==> src/sv/buvg_pkg.sv <==
`timescale 1ns / 1ps

package buvg_pkg;

    localparam int TIME_BITS     = 32;
    localparam int VOLT_BITS     = 16;
    localparam int REG_COUNT     = 7;
    localparam int REG_IDX_BITS  = $clog2(REG_COUNT);
    localparam int CFG_DATA_BITS = (TIME_BITS > 32) ? 64 : 32;
    localparam int ADDR_LSB      = $clog2(CFG_DATA_BITS / 8);
    localparam int PADDR_BITS    = REG_IDX_BITS + ADDR_LSB;

    typedef logic [REG_IDX_BITS-1:0] t_reg_idx;

    localparam t_reg_idx REG_MONITOR_ENABLE   = t_reg_idx'(0);
    localparam t_reg_idx REG_WARN_MV          = t_reg_idx'(1);
    localparam t_reg_idx REG_CLEAR_MV         = t_reg_idx'(2);
    localparam t_reg_idx REG_CRITICAL_MV      = t_reg_idx'(3);
    localparam t_reg_idx REG_RECOVER_MV       = t_reg_idx'(4);
    localparam t_reg_idx REG_CRITICAL_HOLD_MS = t_reg_idx'(5);
    localparam t_reg_idx REG_RECOVER_HOLD_MS  = t_reg_idx'(6);

    typedef struct packed {
        logic                 monitor_enable;
        logic [VOLT_BITS-1:0] warn_mv;
        logic [VOLT_BITS-1:0] clear_mv;
        logic [VOLT_BITS-1:0] critical_mv;
        logic [VOLT_BITS-1:0] recover_mv;
        logic [TIME_BITS-1:0] critical_hold_ms;
        logic [TIME_BITS-1:0] recover_hold_ms;
    } t_cfg;

    typedef struct packed {
        logic [VOLT_BITS-1:0] voltage_mv;
        logic                 sample_ok;
        logic                 critical_is_latched;
        logic [TIME_BITS-1:0] time_ms;
    } t_sample;

    typedef struct packed {
        logic                 warn_state;
        logic                 crit_pending;
        logic [TIME_BITS-1:0] crit_start_ms;
        logic                 recov_pending;
        logic [TIME_BITS-1:0] recov_start_ms;
    } t_state;

    typedef struct packed {
        logic warning_flag;
        logic latch_request;
        logic clear_request;
    } t_result;

endpackage

==> src/sv/buvg_regs.sv <==
`timescale 1ns / 1ps

module buvg_regs (
    input  logic                                 i_clk,
    input  logic                                 i_rst_n,
    input  logic                                 psel,
    input  logic                                 penable,
    input  logic                                 pwrite,
    input  logic [buvg_pkg::PADDR_BITS-1:0]      paddr,
    input  logic [buvg_pkg::CFG_DATA_BITS-1:0]   pwdata,
    output logic [buvg_pkg::CFG_DATA_BITS-1:0]   prdata,
    output logic                                 pready,
    output buvg_pkg::t_cfg                       o_cfg
);

    buvg_pkg::t_cfg   r_cfg;
    buvg_pkg::t_reg_idx reg_idx;
    logic             wr_en;

    assign pready  = 1'b1;
    assign reg_idx = paddr[buvg_pkg::PADDR_BITS-1:buvg_pkg::ADDR_LSB];
    assign wr_en   = psel & penable & pwrite & pready;
    assign o_cfg   = r_cfg;

    always_ff @(posedge i_clk) begin
        if (!i_rst_n) begin
            r_cfg <= '0;
        end else if (wr_en) begin
            unique case (reg_idx)
                buvg_pkg::REG_MONITOR_ENABLE: begin
                    r_cfg.monitor_enable <= pwdata[0];
                end
                buvg_pkg::REG_WARN_MV: begin
                    r_cfg.warn_mv <= pwdata[buvg_pkg::VOLT_BITS-1:0];
                end
                buvg_pkg::REG_CLEAR_MV: begin
                    r_cfg.clear_mv <= pwdata[buvg_pkg::VOLT_BITS-1:0];
                end
                buvg_pkg::REG_CRITICAL_MV: begin
                    r_cfg.critical_mv <= pwdata[buvg_pkg::VOLT_BITS-1:0];
                end
                buvg_pkg::REG_RECOVER_MV: begin
                    r_cfg.recover_mv <= pwdata[buvg_pkg::VOLT_BITS-1:0];
                end
                buvg_pkg::REG_CRITICAL_HOLD_MS: begin
                    r_cfg.critical_hold_ms <= pwdata[buvg_pkg::TIME_BITS-1:0];
                end
                buvg_pkg::REG_RECOVER_HOLD_MS: begin
                    r_cfg.recover_hold_ms <= pwdata[buvg_pkg::TIME_BITS-1:0];
                end
                default: begin
                end
            endcase
        end
    end

    always_comb begin
        unique case (reg_idx)
            buvg_pkg::REG_MONITOR_ENABLE:
                prdata = buvg_pkg::CFG_DATA_BITS'(r_cfg.monitor_enable);
            buvg_pkg::REG_WARN_MV:
                prdata = buvg_pkg::CFG_DATA_BITS'(r_cfg.warn_mv);
            buvg_pkg::REG_CLEAR_MV:
                prdata = buvg_pkg::CFG_DATA_BITS'(r_cfg.clear_mv);
            buvg_pkg::REG_CRITICAL_MV:
                prdata = buvg_pkg::CFG_DATA_BITS'(r_cfg.critical_mv);
            buvg_pkg::REG_RECOVER_MV:
                prdata = buvg_pkg::CFG_DATA_BITS'(r_cfg.recover_mv);
            buvg_pkg::REG_CRITICAL_HOLD_MS:
                prdata = buvg_pkg::CFG_DATA_BITS'(r_cfg.critical_hold_ms);
            buvg_pkg::REG_RECOVER_HOLD_MS:
                prdata = buvg_pkg::CFG_DATA_BITS'(r_cfg.recover_hold_ms);
            default:
                prdata = '0;
        endcase
    end

endmodule

==> src/sv/buvg_step.sv <==
`timescale 1ns / 1ps

module buvg_step (
    input  buvg_pkg::t_cfg    i_cfg,
    input  buvg_pkg::t_sample i_sample,
    input  buvg_pkg::t_state  i_state,
    output buvg_pkg::t_state  o_state,
    output buvg_pkg::t_result o_result
);

    logic                           latched;
    logic                           qual;
    logic                           pending;
    logic [buvg_pkg::TIME_BITS-1:0] start_ms;
    logic [buvg_pkg::TIME_BITS-1:0] hold_ms;
    logic [buvg_pkg::TIME_BITS-1:0] elapsed;
    logic                           held;
    logic                           n_pending;
    logic                           n_restart;
    logic                           fire;

    assign latched = i_sample.critical_is_latched;

    // one shared debounce: the branch picked by the latched flag
    assign qual = latched
        ? (i_sample.sample_ok && (i_sample.voltage_mv > i_cfg.recover_mv))
        : (i_sample.sample_ok && (i_sample.voltage_mv < i_cfg.critical_mv));
    assign pending  = latched ? i_state.recov_pending   : i_state.crit_pending;
    assign start_ms = latched ? i_state.recov_start_ms  : i_state.crit_start_ms;
    assign hold_ms  = latched ? i_cfg.recover_hold_ms   : i_cfg.critical_hold_ms;
    assign elapsed  = i_sample.time_ms - start_ms;
    assign held     = (elapsed >= hold_ms);

    assign n_restart = qual && !pending;
    assign fire      = qual && pending && held;
    assign n_pending = qual && (!pending || !held);

    always_comb begin
        o_state = i_state;

        if (i_cfg.monitor_enable && i_sample.sample_ok) begin
            if (i_sample.voltage_mv < i_cfg.warn_mv) begin
                o_state.warn_state = 1'b1;
            end else if (i_sample.voltage_mv > i_cfg.clear_mv) begin
                o_state.warn_state = 1'b0;
            end
        end

        if (!latched) begin
            o_state.recov_pending = 1'b0;
            o_state.crit_pending  = n_pending;
            if (n_restart) begin
                o_state.crit_start_ms = i_sample.time_ms;
            end
        end else begin
            o_state.crit_pending  = 1'b0;
            o_state.recov_pending = n_pending;
            if (n_restart) begin
                o_state.recov_start_ms = i_sample.time_ms;
            end
        end

        o_result.warning_flag  = o_state.warn_state;
        o_result.latch_request = fire && !latched;
        o_result.clear_request = fire && latched;
    end

endmodule

==> src/sv/battery_undervoltage_guard_core.sv <==
`timescale 1ns / 1ps

// Path: an accepted request is held in the input reg, then in the result reg.
// Throughput: one request per cycle unless an output stall backs up the input.
// Single-pass evaluation: compares plus one wrapped time subtraction.
// Reset: synchronous, active low; clears config registers, state and valids.

module battery_undervoltage_guard_core (
    input  logic                                 i_clk,
    input  logic                                 i_rst_n,
    input  logic                                 psel,
    input  logic                                 penable,
    input  logic                                 pwrite,
    input  logic [buvg_pkg::PADDR_BITS-1:0]      paddr,
    input  logic [buvg_pkg::CFG_DATA_BITS-1:0]   pwdata,
    output logic [buvg_pkg::CFG_DATA_BITS-1:0]   prdata,
    output logic                                 pready,
    input  logic                                 i_in_valid,
    output logic                                 o_in_ready,
    input  logic [buvg_pkg::VOLT_BITS-1:0]       i_voltage_mv,
    input  logic                                 i_sample_ok,
    input  logic                                 i_critical_is_latched,
    input  logic [buvg_pkg::TIME_BITS-1:0]       i_time_ms,
    output logic                                 o_out_valid,
    input  logic                                 i_out_ready,
    output logic                                 o_warning_flag,
    output logic                                 o_latch_request,
    output logic                                 o_clear_request
);

    buvg_pkg::t_cfg    cfg;
    buvg_pkg::t_sample r_sample;
    logic              r_in_valid;
    buvg_pkg::t_state  r_state;
    buvg_pkg::t_state  n_state;
    buvg_pkg::t_result n_result;
    buvg_pkg::t_result r_result;
    logic              r_out_valid;
    logic              advance;

    buvg_regs u_regs (
        .i_clk   (i_clk),
        .i_rst_n (i_rst_n),
        .psel    (psel),
        .penable (penable),
        .pwrite  (pwrite),
        .paddr   (paddr),
        .pwdata  (pwdata),
        .prdata  (prdata),
        .pready  (pready),
        .o_cfg   (cfg)
    );

    buvg_step u_step (
        .i_cfg    (cfg),
        .i_sample (r_sample),
        .i_state  (r_state),
        .o_state  (n_state),
        .o_result (n_result)
    );

    assign advance    = !r_out_valid || i_out_ready;
    assign o_in_ready = !r_in_valid || advance;

    always_ff @(posedge i_clk) begin
        if (!i_rst_n) begin
            r_in_valid <= 1'b0;
        end else if (o_in_ready) begin
            r_in_valid <= i_in_valid;
        end
    end

    always_ff @(posedge i_clk) begin
        if (i_in_valid && o_in_ready) begin
            r_sample.voltage_mv          <= i_voltage_mv;
            r_sample.sample_ok           <= i_sample_ok;
            r_sample.critical_is_latched <= i_critical_is_latched;
            r_sample.time_ms             <= i_time_ms;
        end
    end

    always_ff @(posedge i_clk) begin
        if (!i_rst_n) begin
            r_state     <= '0;
            r_out_valid <= 1'b0;
        end else if (advance) begin
            r_out_valid <= r_in_valid;
            if (r_in_valid) begin
                r_state <= n_state;
            end
        end
    end

    always_ff @(posedge i_clk) begin
        if (advance && r_in_valid) begin
            r_result <= n_result;
        end
    end

    assign o_out_valid     = r_out_valid;
    assign o_warning_flag  = r_result.warning_flag;
    assign o_latch_request = r_result.latch_request;
    assign o_clear_request = r_result.clear_request;

endmodule

==> config.mk <==
export PLATFORM = sky130hd
export DESIGN_NAME = battery_undervoltage_guard_core
export DESIGN_NICKNAME = d
export VERILOG_FILES = /design/src/sv/buvg_pkg.sv /design/src/sv/buvg_regs.sv /design/src/sv/buvg_step.sv /design/src/sv/battery_undervoltage_guard_core.sv
export SDC_FILE = /design/constraint.sdc
export NUM_CORES = 1
export LEC_CHECK = 0
export ABC_AREA = 1
export BUFFER_PORTS_ARGS = -buffer_cell sky130_fd_sc_hd__buf_2
export CAP_MARGIN = 20
export CORE_ASPECT_RATIO = 1.5
export CORE_MARGIN = 2
export CORE_UTILIZATION = 50
export DETAILED_ROUTE_END_ITERATION = 10
export GPL_TIMING_DRIVEN = 0
export HOLD_SLACK_MARGIN = 0.15
export PLACE_DENSITY = 0.7
export SYNTH_ARGS = -nofsm -noshare
export SYNTH_HDL_FRONTEND = slang
export SYNTH_HIERARCHICAL = 1
export SYNTH_SLANG_ARGS = --single-unit
==> constraint.sdc <==
create_clock -name i_clk -period 3.65 [get_ports i_clk]
set_input_delay 0 -clock i_clk [delete_from_list [all_inputs] [get_ports i_clk]]
set_output_delay 0 -clock i_clk [all_outputs]
set_load 0.01 [all_outputs]
Yosys cells after proc, flatten, opt, wreduce, memory -nomap -nowiden
Index checks and enable logic that the tools add are counted.
{ "totals": {"regBits": 251, "latchBits": 0, "ramBits": 0, "rom_bits": 0, "in_bits": 94, "output_inout_bits": 38, "elab_cells": 76, "memories": 0} }
{ "classes": {"n_addsub": 1, "multipliers": 0, "div_mod_pow": 0, "order_cmp": 5, "n_eq_ne": 6, "n_shift": 0, "n_mux": 10, "n_bitwise": 3, "n_reduce_logical": 30} }
{ "op_table": {"columns": ["cell", "n"], "rows": [
  ["$pmux 32 s7", 1],
  ["$mux 32", 2],
  ["$ge 32x32->1", 1],
  ["$gt 16x16->1", 2],
  ["$lt 16x16->1", 2],
  ["$sub 32x32->32", 1],
  ["$reduce_and 2->1", 8],
  ["$logic_and 1x1->1", 11],
  ["$eq 3x3->1 const B", 3],
  ["$reduce_and 4->1", 2],
  ["$mux 1", 7],
  ["$eq 3x2->1 const B", 2],
  ["$logic_not 1->1", 5],
  ["$eq 3x1->1 const B", 1],
  ["$logic_not 3->1", 1],
  ["$logic_or 1x1->1", 3],
  ["$and 1x1->1", 2],
  ["$not 1->1", 1]
]} }

Longest topological paths before layout
Gate-level depths: netlist of run 1.
{ "logic_depth": {"depth_word": 7, "depth_mapped": 32, "mapped_depth_nobuf": 30} }

Hierarchy
The synthesis of run 1 kept the hierarchy.
{ "by_module_without_submodules": {"columns": ["module", "instances", "cells_each", "area_each_um2"], "rows": [
  ["buvg_regs", 1, 1012, 6452.4],
  ["buvg_step", 1, 1024, 6052.1],
  ["battery_undervoltage_guard_core", 1, 505, 4675.7]
]} }

Worst setup path before layout of run 1
Ideal clock, no wire load.
{ "synth_timing": {"path_kind": "reg2reg", "from": "register r_sample[32] (netlist bit)", "to": "register r_state[65] (netlist bit)", "arrival_ps": 3640, "t_required_ps": 3535, "path_slack_ps": -105, "stages_incl_launch_ff": 31, "path_buffers": 3, "path_cell_list": "edfxtp_1 > buf_2 > buf_2 > buf_2 > nand2_1 > nand2_1 > ha_1 > inv_1 > fa_1 > nand2_1 > nand2_1 > o21ai_1 > inv_1 > a21oi_1 > or2_2 > nand3_1 > xor2_1 > ha_1 > nand2_1 > nor2_1 > nand2_1 > nor2_1 > nand4_1 > nand3_1 > nand2_1 > nand2_1 > nor2_1 > inv_1 > nand3_1 > nand2_1 > nor2_1"} }
{ "synth_lines": {"columns": ["item", "line_no", "source"], "rows": [
  ["start: declaration", "battery_undervoltage_guard_core.sv:32", "buvg_pkg::t_sample r_sample;"],
  ["end signal: assignment", "battery_undervoltage_guard_core.sv:89", "r_state <= n_state;"],
  ["end: declaration", "battery_undervoltage_guard_core.sv:34", "buvg_pkg::t_state r_state;"]
]} }

==> run metrics, run 1 <==
status=finished, violations left; failing checks=negative setup slack; # DRC=0; final hold vios=0; Nets=3114; Final Core Density=65.0%; Ports=132; clock root buffer master=clkbuf_16; antenna violations before repair=0; f_max=250 MHz; Total GRT Usage=33.4%; YS warnings=6; cts bufs inserted=27; gr ovfl total=0; Mapped Cells=2541; Max Clock Skew=0.0150 ns; Core Footprint=34100 sq um; PortBufs=125; CP max FO=7; count of pins over their slew limit=0; vias in the first global route=17.9k; Vias=18.1k; relative slew slack=43.4%; worst-case reg-to-reg path depth=26; Sum Neg Setup Slack=-1.23 ns; Die Ht=231 microns; Worst R2R End=r_state[65]$_SDFFE_PN0P_; # rows=83; DP HPWL=45.0 mm; R2R Setup Slk=-0.35 ns; crit path DAT=4.51 ns; final setup margin=-0.345 ns; Max clock buf depth=3; data required time at the worst endpoint=4.16 ns; RSZ-0062 raised after global routing=true; Final Wtd Congestion=0.987; endpoints failing setup=4; Worst Hold Class=input port to flop; MaxCap Viol Count=0; Chip Width=155 microns; clk sinks=251; register area share after synthesis=32.3%; Skew-Pair Late Insertion Delay=0.58 ns; worst-margin pin slew=0.850 ns; Yosys reg bits=251; Post-Route WL=61.6 mm; Via density=5.42; slowest library cell on the worst path=edfxtp_1; hold path depth=2; starting density of the core=50.4%; Critical Path End Type=flop; drt pass-1 iters=6; pwr dens=373 nW/um^2; share of cells above drive strength 1=17.0%; largest net degree at the start of global routing=34; Mapped Area=17200 sq um; wire per inst=18.5 microns; Setup Crit Path Kind=flop to flop; Worst-path clk slew=0.06 ns; CTS H-tree lvls=1; first-pass GRT wire length=93.6 mm; Unique masters post-synth=41; Syn Area/Cell=6.76 sq um; minimum clock period=4.00 ns; synthesis-to-finish area growth=28.9%; die area=35900 sq um; syn nets=2762; Hold Path End=r_sample[3]$_DFFE_PP_; maximum vdd drop=0.372 mV; crit path launch=r_sample[32]$_DFFE_PP_; Setup crit start kind=flop; Leak=0.00995 uW; ANT cells=0; DRT iter0 DRCs=1416; TritonCTS clock tree=built; Hold Startpoint=i_time_ms[3]; Routed Antenna Nets=0; fin crit share=109%; reg2reg start=r_sample[32]$_DFFE_PP_; CP peak stage delay=0.39 ns
-- per-layer routing --
layer	GRT usage [%]	part of all wire, %	up-vias
li1	-	-	8885
met1	32.4	35	8231
met2	63.0	52	724
met3	3.95	4.7	269
met4	26.0	8.9	0
met5	0	0	-
-- state kept, by name, indices dropped and copies added (netlist names) --
register         count
o_out_valid          1
u_regs/o_cfg       129
r_sample            50
o_latch_request      1
o_warning_flag       1
r_state             67
o_clear_request      1
r_in_valid           1
-- logic make-up (layout without fill, tap and decap cells) --
logic type / Yosys count / count (layout) / share of synthesized area, %
multiplexers: 61 / 61 / 3.55
buffers and inverters: 414 / 787 / 11.1
other: 1 / 1 / 0.0218
XOR/XNOR: 28 / 28 / 1.43
adder cells (fa/ha/maj): 127 / 127 / 9.29
AND/OR/NAND/NOR: 1439 / 1439 / 35.4
flip-flops: 251 / 251 / 32.3
AO/OA/AOI/OAI: 220 / 220 / 6.87
-- layout make-up --
type	count	area (sq um)
plain buffers	136	916
well taps	425	532
clock inverters	11	130
clock buffers	39	825
multi-input cells	1876	10600
fillers	3103	11900
flip-flops and latches	251	5560
inverters	277	1050
repair buffers	324	2550
-- worst max-delay path by stage --
stage	endpoint	slack (ns)	cells after the start
6_report	r_state[65]$_SDFFE_PN0P_	-0.35	26
5_1_grt	r_state[32]$_SDFFE_PN0P_	-0.55	29
4_1_cts	r_state[32]$_SDFFE_PN0P_	-0.29	27
3_5_place_dp	r_state[32]$_SDFFE_PN0P_	-1.31	30
3_3_place_gp	r_state[32]$_SDFFE_PN0P_	-1.26	30
2_1_floorplan	r_state[32]$_SDFFE_PN0P_	0.02	30
-- worst max-delay path, delay by kind of cell (launching register included) --
kind / cells / cell delay, ns
simple gates: 15 / 1.60
buf+inv: 6 / 0.82
fa+ha+maj: 2 / 0.57
flops: 1 / 0.39
mux: 1 / 0.19
compound gates: 1 / 0.19
xor+xnor: 1 / 0.18
-- cell usage after synthesis --
| cell | n | area share, % |
|---|---|---|
| nor3_1 | 14 | 0.41 |
| a21oi_1 | 148 | 4.3 |
| a31oi_1 | 4 | 0.15 |
| nand3_1 | 160 | 4.7 |
| edfxtp_1 | 53 | 9.3 |
| nor2_4 | 6 | 0.39 |
| a2111oi_0 | 1 | 0.051 |
| inv_4 | 2 | 0.073 |
| nor4_1 | 3 | 0.11 |
| ha_1 | 126 | 9.2 |
| o21ai_0 | 26 | 0.76 |
| nor2_2 | 2 | 0.073 |
| inv_2 | 4 | 0.087 |
| nand4_1 | 110 | 4.0 |
| o21a_1 | 5 | 0.22 |
| conb_1 | 1 | 0.022 |
| dfxtp_1 | 198 | 23 |
| o22ai_1 | 16 | 0.58 |
| nor2_1 | 415 | 9.1 |
| buf_1 | 7 | 0.15 |
| nor2_8 | 3 | 0.35 |
| buf_8 | 1 | 0.087 |
| a21o_1 | 7 | 0.31 |
| nand3_2 | 5 | 0.29 |
| inv_1 | 271 | 5.9 |
| buf_4 | 22 | 0.96 |
| buf_6 | 24 | 1.6 |
| a211o_1 | 1 | 0.051 |
| fa_1 | 1 | 0.12 |
| xor2_1 | 21 | 1.1 |
| nand2_2 | 4 | 0.15 |
| xnor2_1 | 7 | 0.36 |
| a21boi_0 | 1 | 0.044 |
| clkbuf_1 | 30 | 0.66 |
| buf_2 | 53 | 1.5 |
| nand3_4 | 3 | 0.31 |
| mux2i_1 | 61 | 3.6 |
| nand2_1 | 712 | 16 |
| o21ai_1 | 5 | 0.15 |
| o21bai_1 | 6 | 0.26 |
| or2_2 | 2 | 0.073 |
-- report_power, final --
group | internal, uW | switching [uW]
Combinational | 924 | 1290
Sequential | 2950 | 123
Clock | 1720 | 1250
-- cells in the final DEF (no fill, tap or decap), types with 35 or more instances in the layout --
cell type and n:
nand2_1 682, nor2_1 396, inv_1 265, dfxtp_1 198, buf_2 172, nand3_1 156
dlygate4sd3_1 152, a21oi_1 122, nand4_1 110, ha_1 104, buf_4 65, edfxtp_1 53
mux2i_1 45, clkbuf_1 35
-- through the flow --
| stage | area, sq um | hold WS [ns] | instances | setup WS [ns] | total power [uW] |
|---|---|---|---|---|---|
| after detailed placement | 18400 | 0.178 | 3092 | -1.31 | 4820 |
| after CTS | 21600 | 0.161 | 3317 | -0.294 | 8070 |
| after global routing | 22100 | 0.203 | 3339 | -0.554 | 8610 |
| after floorplan | 17200 | 0.0989 | 2541 | 0.0172 | 4280 |
| after global placement | 18300 | 0.177 | 3091 | -1.26 | 4770 |
| final | 22100 | 0.201 | 3339 | -0.345 | 8250 |
-- what timing repair did --
item | in CTS | in global routing
setup buffers | 22 | 23
endpoints found under the hold margin | 268 | 0
gates cloned | 1 | 0
hold buffers | 152 | 0
setup endpoints to repair | 4 | 4
gates resized for setup | 131 | 97
pin swaps | 27 | 43
Power figures use the tool's default switching activity.
==> run 2, diff against run 1 <==
--- a/config.mk
+++ b/config.mk
@@ -11,6 +11,7 @@
 export CORE_ASPECT_RATIO = 1.5
 export CORE_MARGIN = 2
 export CORE_UTILIZATION = 50
+export CTS_CLUSTER_DIAMETER = 120
 export DETAILED_ROUTE_END_ITERATION = 10
 export GPL_TIMING_DRIVEN = 0
 export HOLD_SLACK_MARGIN = 0.15
==> constraint.sdc (replaced) <==
create_clock -name i_clk -period 3.65 [get_ports i_clk]
set_input_delay 0.365 -clock i_clk [delete_from_list [all_inputs] [get_ports i_clk]]
set_output_delay 0.365 -clock i_clk [all_outputs]
set_load 0.01 [all_outputs]
==> run 2 against run 1 <==
Net effect: the run still ends with negative setup slack left; cell area shrank 3.4%; non-clock buffer count shrank 87; critical path depth is the same; final cell count shrank 2.6%; total power shrank 0.63%; setup slack gained 0.011 ns; combinational power shrank 2%; fmax grew 0.27%; die area is the same; first-iteration DRC count shrank 8.9%; largest cell class unchanged; largest power group unchanged.
==> run metrics, run 2 (synthesis results as in run 1) <==
status=finished, violations left; failing checks=negative setup slack; Total GRT Usage=32.7%; most used cell, CP=nor2_1; clk sinks=251; # DRC=0; share of cells above drive strength 1=17.5%; relative slew slack=47.7%; Via density=5.44; ANT cells=0; Worst Hold Class=input port to flop; Vias=17.7k; Routed Antenna Nets=0; Ports=132; most frequent cells in the layout=nand2_1, nor2_1, inv_1; maximum vdd drop=0.373 mV; gr ovfl total=0; Setup crit start kind=flop; pwr dens=383 nW/um^2; Worst-path clk slew=0.06 ns; commonest non-fill, non-tap cell in the layout=nand2_1; vias in the first global route=17.5k; Switching Fraction=32.3%; minimum clock period=3.98 ns; endpoints failing setup=4; largest net degree at the start of global routing=34; f_max=251 MHz; Setup Crit Path Kind=flop to flop; Post-Route WL=60.1 mm; CTS H-tree lvls=1; antenna violations before repair=0; fin crit share=109%; CP max FO=8; Max clock buf depth=3; Nets=3027; count of pins over their slew limit=0; wire per inst=18.5 microns; cts bufs inserted=27; DRT iter0 DRCs=1290; CP peak stage delay=0.38 ns; Clock Power Share=36.1%; # rows=83; crit path DAT=4.49 ns; Post-Place Setup Slack=-1.31 ns; die area=35900 sq um; synthesis-to-finish area growth=24.6%; Switch Pwr=2650 uW; Chip Width=155 microns; worst-margin pin slew=0.785 ns; Min Hold Slack=0.199 ns; slowest library cell on the worst path=edfxtp_1; CP delay by family, top=simple AND/OR/NAND/NOR gates; Core Footprint=34100 sq um; Die Ht=231 microns; RSZ-0062 raised after global routing=true; DP HPWL=45.0 mm; Final Non-Filler Cells=3252; final setup margin=-0.334 ns; Leak=0.00959 uW; data required time at the worst endpoint=4.16 ns; Final Wtd Congestion=0.987; PortBufs=125; clock root buffer master=clkbuf_16; final hold vios=0; first-pass GRT wire length=91.7 mm; crit path buf inv count=6; Layout fillers=3203; total power=8200 uW; Critical Path End Type=flop; FF+latch area=5560 sq um; drt pass-1 iters=8; Multi-input gate area=10700 sq um; Comb power frac=26.5%; Final Core Density=62.8%; register share of total power=37.4%; starting density of the core=50.4%; Max Clock Skew=0.0144 ns; MaxCap Viol Count=0; number of flip-flops under the largest register name=129; placed cells=3092; Int Power=5550 uW; TritonCTS clock tree=built; Skew-Pair Late Insertion Delay=0.57 ns
-- run 2: changes by cell type in the layout (fill, tap and decap cells not counted), sizes merged --
cell	before	now
buf	277	274
dlygate4sd3	152	68
-- run 2: cell type report --
| type | instances | area share, % |
|---|---|---|
| multi-input cells | 1876 | 50.0 |
| flip-flops and latches | 251 | 26.0 |
| repair buffers | 236 | 7.79 |
| inverters | 277 | 4.90 |
| plain buffers | 137 | 4.44 |
| clock buffers | 39 | 3.85 |
| well taps | 425 | 2.48 |
| clock inverters | 11 | 0.608 |
-- run 2: timing repair --
item / CTS / global route
hold buffers: 68 / 0
cloned: 1 / 0
pin swaps: 27 / 29
setup endpoints to repair: 4 / 4
endpoints found under the hold margin: 83 / 0
setup buffers: 22 / 19
resized for setup: 131 / 111
-- run 2: metal layers --
layer / vias to the layer above / wire length, microns / global-route usage [%]
li1: 8725 / - / -
met3: 253 / 2760 / 3.83
met4: 0 / 5150 / 25.2
met5: - / 0 / 0
met1: 8058 / 21000 / 32.0
met2: 661 / 31200 / 61.6
-- run 2: through the flow --
stage                     TNS (ns)  area [sq um]
after global routing         -2.16         21400
after floorplan                  0         17200
after CTS                   -0.996         20700
after global placement       -4.80         18300
final                        -1.18         21400
after detailed placement     -4.97         18400
-- run 2: power groups by stage --
stage	Sequential, uW	Combinational [uW]	Clock [uW]
after CTS	3060	1950	3000
after floorplan	3070	1210	0
final	3070	2170	2960
after global placement	3110	1660	0
after detailed placement	3110	1710	0
after global routing	3080	2370	3120
-- run 2: worst register-to-register path: cells and delay by family (launching register included) --
family | cells | cell delay (ns)
adder cells (fa/ha/maj) | 2 | 0.59
multiplexers | 1 | 0.19
flip-flops | 1 | 0.38
buffers and inverters | 6 | 0.84
XOR/XNOR | 1 | 0.19
AND/OR/NAND/NOR | 15 | 1.56
AO/OA/AOI/OAI | 1 | 0.19
-- run 2: path summary, 6_finish.rpt --
kind / from / to / slack [ns] / cells past startpoint
hold reg to reg: r_state[65]$_SDFFE_PN0P_ / r_state[65]$_SDFFE_PN0P_ / 0.49 / 2
setup reg to reg: r_sample[32]$_DFFE_PP_ / r_state[65]$_SDFFE_PN0P_ / -0.33 / 26
hold / removal: pwdata[7] / u_regs/o_cfg[7]$_SDFFE_PN0P_ / 0.20 / 5
setup / recovery: r_sample[32]$_DFFE_PP_ / r_state[65]$_SDFFE_PN0P_ / -0.33 / 26
